### src/lpht_pkg.sv
// ----------------------------------------------------------------------------
// lpht_pkg
// Shared constants, codes and control types of the linear probing hash table.
// ----------------------------------------------------------------------------
package lpht_pkg;

  // Number of slots. It must be a power of two, at least 4.
  localparam int SLOTS_DEF = 256;

  localparam int KEY_W  = 32;
  localparam int HASH_W = 32;
  localparam int VAL_W  = 64;
  localparam int TYPE_W = 32;
  localparam int OP_W   = 2;
  localparam int ST_W   = 2;

  // Input tdata: key_id, key_hash, value_in, type_in.
  localparam int IN_DATA_W  = 160;
  // Output tdata: value_out, type_out.
  localparam int OUT_DATA_W = 96;
  // Output tuser: status, is_new_key.
  localparam int OUT_USER_W = 3;

  localparam logic [OP_W-1:0] OP_GET = 2'd0;
  localparam logic [OP_W-1:0] OP_SET = 2'd1;
  localparam logic [OP_W-1:0] OP_DEL = 2'd2;

  localparam logic [ST_W-1:0] ST_DONE    = 2'd0;
  localparam logic [ST_W-1:0] ST_MISSING = 2'd1;
  localparam logic [ST_W-1:0] ST_FULL    = 2'd2;

  // Kind of result the datapath places in the output register.
  localparam logic [2:0] RES_MISS = 3'd0;
  localparam logic [2:0] RES_FULL = 3'd1;
  localparam logic [2:0] RES_GET  = 3'd2;
  localparam logic [2:0] RES_SET  = 3'd3;
  localparam logic [2:0] RES_DONE = 3'd4;

  typedef struct packed {
    logic       accept;
    logic       clr_step;
    logic       rd_issue;
    logic       check;
    logic       val_rd;
    logic       commit_set;
    logic       commit_del;
    logic       out_load;
    logic [2:0] out_kind;
  } lpht_cmd_t;

  typedef struct packed {
    logic            clr_last;
    logic [OP_W-1:0] in_op;
    logic            in_key_zero;
    logic            used_zero;
    logic            over_limit;
    logic            probe_done;
    logic            fnd_ok;
    logic            fnd_hit;
    logic [OP_W-1:0] req_op;
    logic            out_free;
  } lpht_sts_t;

endpackage

### src/lpht_ctrl.sv
// ----------------------------------------------------------------------------
// lpht_ctrl
// Controller: clearing pass, probe sequencing and result hand-off.
// ----------------------------------------------------------------------------
module lpht_ctrl import lpht_pkg::*; (
  input  logic      clk,
  input  logic      rst,
  input  logic      s_tvalid,
  output logic      s_tready,
  input  lpht_sts_t sts,
  output lpht_cmd_t cmd
);

  localparam logic [2:0] S_CLEAR  = 3'd0;
  localparam logic [2:0] S_IDLE   = 3'd1;
  localparam logic [2:0] S_READ   = 3'd2;
  localparam logic [2:0] S_CHECK  = 3'd3;
  localparam logic [2:0] S_COMMIT = 3'd4;
  localparam logic [2:0] S_RESULT = 3'd5;

  logic [2:0] state;
  logic [2:0] state_next;
  logic [2:0] res_kind;
  logic [2:0] res_kind_next;

  assign s_tready = (state == S_IDLE);

  always_comb begin
    state_next    = state;
    res_kind_next = res_kind;
    cmd           = '0;
    cmd.out_kind  = res_kind;
    case (state)
      S_CLEAR: begin
        cmd.clr_step = 1'b1;
        if (sts.clr_last) begin
          state_next = S_IDLE;
        end
      end
      S_IDLE: begin
        if (s_tvalid) begin
          cmd.accept = 1'b1;
          state_next = S_READ;
          if (sts.in_key_zero) begin
            res_kind_next = RES_MISS;
            state_next    = S_RESULT;
          end else begin
            case (sts.in_op)
              OP_GET, OP_DEL: begin
                if (sts.used_zero) begin
                  res_kind_next = RES_MISS;
                  state_next    = S_RESULT;
                end
              end
              OP_SET: begin
                if (sts.over_limit) begin
                  res_kind_next = RES_FULL;
                  state_next    = S_RESULT;
                end
              end
              default: begin
                res_kind_next = RES_MISS;
                state_next    = S_RESULT;
              end
            endcase
          end
        end
      end
      S_READ: begin
        cmd.rd_issue = 1'b1;
        state_next   = S_CHECK;
      end
      S_CHECK: begin
        cmd.check  = 1'b1;
        state_next = sts.probe_done ? S_COMMIT : S_READ;
      end
      S_COMMIT: begin
        state_next = S_RESULT;
        case (sts.req_op)
          OP_GET: begin
            if (sts.fnd_hit) begin
              cmd.val_rd    = 1'b1;
              res_kind_next = RES_GET;
            end else begin
              res_kind_next = RES_MISS;
            end
          end
          OP_SET: begin
            if (sts.fnd_ok) begin
              cmd.commit_set = 1'b1;
              res_kind_next  = RES_SET;
            end else begin
              res_kind_next = RES_FULL;
            end
          end
          default: begin
            if (sts.fnd_hit) begin
              cmd.commit_del = 1'b1;
              res_kind_next  = RES_DONE;
            end else begin
              res_kind_next = RES_MISS;
            end
          end
        endcase
      end
      S_RESULT: begin
        if (sts.out_free) begin
          cmd.out_load = 1'b1;
          state_next   = S_IDLE;
        end
      end
      default: begin
        state_next = S_IDLE;
      end
    endcase
  end

  always_ff @(posedge clk) begin
    if (rst) begin
      state    <= S_CLEAR;
      res_kind <= RES_MISS;
    end else begin
      state    <= state_next;
      res_kind <= res_kind_next;
    end
  end

endmodule

### config.mk
export PLATFORM = sky130hd
export DESIGN_NAME = lpht_ctrl
export DESIGN_NICKNAME = d
export VERILOG_FILES = /design/src/lpht_pkg.sv /design/src/lpht_ctrl.sv
export SDC_FILE = /design/constraint.sdc
export NUM_CORES = 1
export LEC_CHECK = 0
export BUFFER_PORTS_ARGS = -buffer_cell sky130_fd_sc_hd__buf_2
export CORE_AREA = 5 5 42 44
export DETAILED_ROUTE_END_ITERATION = 12
export DIE_AREA = 0 0 47 49
export HOLD_SLACK_MARGIN = 0.12
export SLEW_MARGIN = 0
export SYNTH_ARGS = -nofsm -noshare
export SYNTH_HDL_FRONTEND = slang
export SYNTH_SLANG_ARGS = --single-unit
### constraint.sdc
create_clock -name clk -period 3.4 [get_ports clk]
set_input_delay 0.51 -clock clk [delete_from_list [all_inputs] [get_ports clk]]
set_output_delay 0.51 -clock clk [all_outputs]
set_load 0.03 [all_outputs]
==> impl_results.md <==
* Area growth syn-to-layout at 32.4%
* Syn_nets at slightly below 70
* Post-DP HPWL at 913 microns
* Met3 usage at 0.0480
* IO Port Bufs at 26
* Clk sinks at 6
* Die Area at 2300 sq um
* Fin nets at 95
* Largest net degree at the start of global routing at 11
* Cells after DPL at 91
* CP max FO at 10
* GP Congestion at ~0.7
* Htree depth at 1
* Async SR Flop Fraction at 0
* CTS Buf Count at 3
* Die height at a little under 50 microns
* Clock-pin transition on the worst setup and hold timing paths at 0.04 ns
* Later-pin clock latency in the skew report at 0.24 ns
* Post-synth top cells: dfxtp_1 (6), a21oi_1 (5), nand2_1 (5)
* Synth top area share at 0.288
* First-pass GRT wire length at roughly 1700 microns
* Gr usage total at 0.101
* Post-synth EDFFs at 0
* N_diodes at 0
* Synthesized cell area at about 420 sq um
* Largest area contributor in the synthesized netlist: dfxtp_1
* Synth warnings at 0
* Final min period at between 2 and 2.5 ns
* Comb pwr share at 0.254
* GR Util met1 at 0.123
* Pwr Density at 350 nW/um^2
* Total of max-cap violations at 0
* Total Wirelength at 1090 microns
* Fin util at 0.394
* Proportion of layout cells with a drive suffix above 1 at 0.385
* Final setup viols at 0
* Outcome: finished clean
* Placed inst area at 529 sq um
* Ys flop type: dfxtp_1
* DRT iter0 DRCs at 4
* WP data required at around 2.9 ns
* Mean Syn Cell Area at about 7.9 sq um
* Hold-fix buffers, CTS at 0
* Switch share at 0.312
* Startpoint Class: flip-flop
* LEAKAGE at about 0.27 nW
* Setup TNS at 0 ns
* Initial Util at 0.297
* Root Driver: clkbuf_4
* Row cnt at 14
* Postcts setup bufs at 0
* Post-Place Setup Slack at between 1.5 and 2 ns
* Worst-Margin Slew at between 0.3 and 0.4 ns
* Vias per cell at ~5.1
* Area occupied by multi-input gates at about 250 sq um
* Vias at ~480
* WL/cell at about 12 microns
* Final non-filler cell area at 552 sq um
* IO Count at 27
* Setup crit end kind: output port
* Min-Delay Path Class: flip-flop to flip-flop
* Largest cells by area after synthesis: dfxtp_1 (29%), a21oi_1 (6.0%), buf_6 (5.4%)
* Clock skew at around 0.00019 ns
* Die Width at between 40 and 50 microns
* Placeable Area at around 1400 sq um
* Count leader, synth: dfxtp_1
* RSZ-0062 raised after global routing: false
* Synth cell types at 24
* Sw power at between 60 and 70 uW
* Relative slew margins at 0.768
* Grt total ovfl at 0
* First-pass iteration count of the detailed router at 5
* VDD IR max at around 0.13 mV
* Clock share of power at 0.332
* # DRC at 0
* Post-route insts no fill at 94
* Fillers at 163
* Fmax at a little under 500 MHz
* Reg power frac at 0.414
* Mapped Cells at 53
* Final Max Slew Viols at 0
* Share of the yosys chip area belonging to registers at 0.288
* Synthesized flop and latch total at 6
* Post-CTS Resized at 0
* CP arrival at 1.51 ns
* Final setup margin at roughly 1.4 ns
* GRT met2 Usage at 0.149
* Critical path class: flip-flop to output port
* Vias in the first global route at approximately 400
* TritonCTS clock tree: built
* Antenna violations before repair at 0
* Global route hottest layer: met2
* Sequential cell area at roughly 120 sq um
* Final hold violations at 0
* DRT antenna net count at 0
* CTS Buffer Depth at 2
* Crit share post-route at 0.593
* Int Power at roughly 130 uW
[final timing paths]
kind / slack (ns) / to / startpoint / depth (start not counted)
worst max-delay path: 1.38 / cmd[10] / state[0] / 3
worst min-delay path: 0.48 / res_kind[0] / res_kind[0] / 2
worst max register to register: 1.83 / res_kind[0] / state[0] / 4
worst min register to register: 0.48 / res_kind[0] / res_kind[0] / 2
[flip-flops by register name, summed over array words and instances (netlist names)]
register  cells
res_kind      3
state         3
[cell usage in the layout (no fill, tap or decap), types with 2 or more instances in the layout]
master     n
a211o_1    2
dfxtp_1    6
nor3b_1    3
o21ai_0    4
nor3_1     4
buf_2     26
clkbuf_4   3
inv_1      3
nor2_1     4
nand2_1    5
a21oi_1    5
[routing by layer]
metal,up-vias,wire [microns]
met5,-,0
met4,0,0
met3,0,98
met2,20,518
met1,210,471
li1,245,-
[kinds of logic after synthesis]
kind of cell / Yosys count / synth area share
buffers and inverters: 7 / 0.117
AOI/OAI and AO/OA: 16 / 0.252
DFF: 6 / 0.288
and+or+nand+nor: 24 / 0.342
[power by group through the flow]
stage | Sequential (mW) | Clock, mW | Combinational [mW]
final | 0.0801 | 0.0641 | 0.0491
after global routing | 0.0810 | 0.0737 | 0.0529
after floorplan | 0.0775 | 0 | 0.0373
after CTS | 0.0801 | 0.0669 | 0.0497
after detailed placement | 0.0814 | 0 | 0.0494
after global placement | 0.0812 | 0 | 0.0489
[area by class of cell]
class,count,area share
Timing Repair Buffer,26,0.236
Inverter,3,0.0204
Sequential cell,6,0.218
Tap cell,16,0.0363
Clock buffer,3,0.0408
Multi-Input combinational cell,40,0.449
[metrics by stage]
stage | hold slack [ns] | total power, mW
after floorplan | 0.523 | 0.115
after global placement | 0.463 | 0.130
after detailed placement | 0.470 | 0.131
after CTS | 0.477 | 0.197
after global routing | 0.495 | 0.208
final | 0.477 | 0.193
[worst max-delay path, stage by stage (launching register included)]
cell	delay, ns
dfxtp_1	0.51
nor3b_1	0.37
and2_1	0.19
buf_2	0.20
No activity file was read; power rests on OpenSTA's default activity.
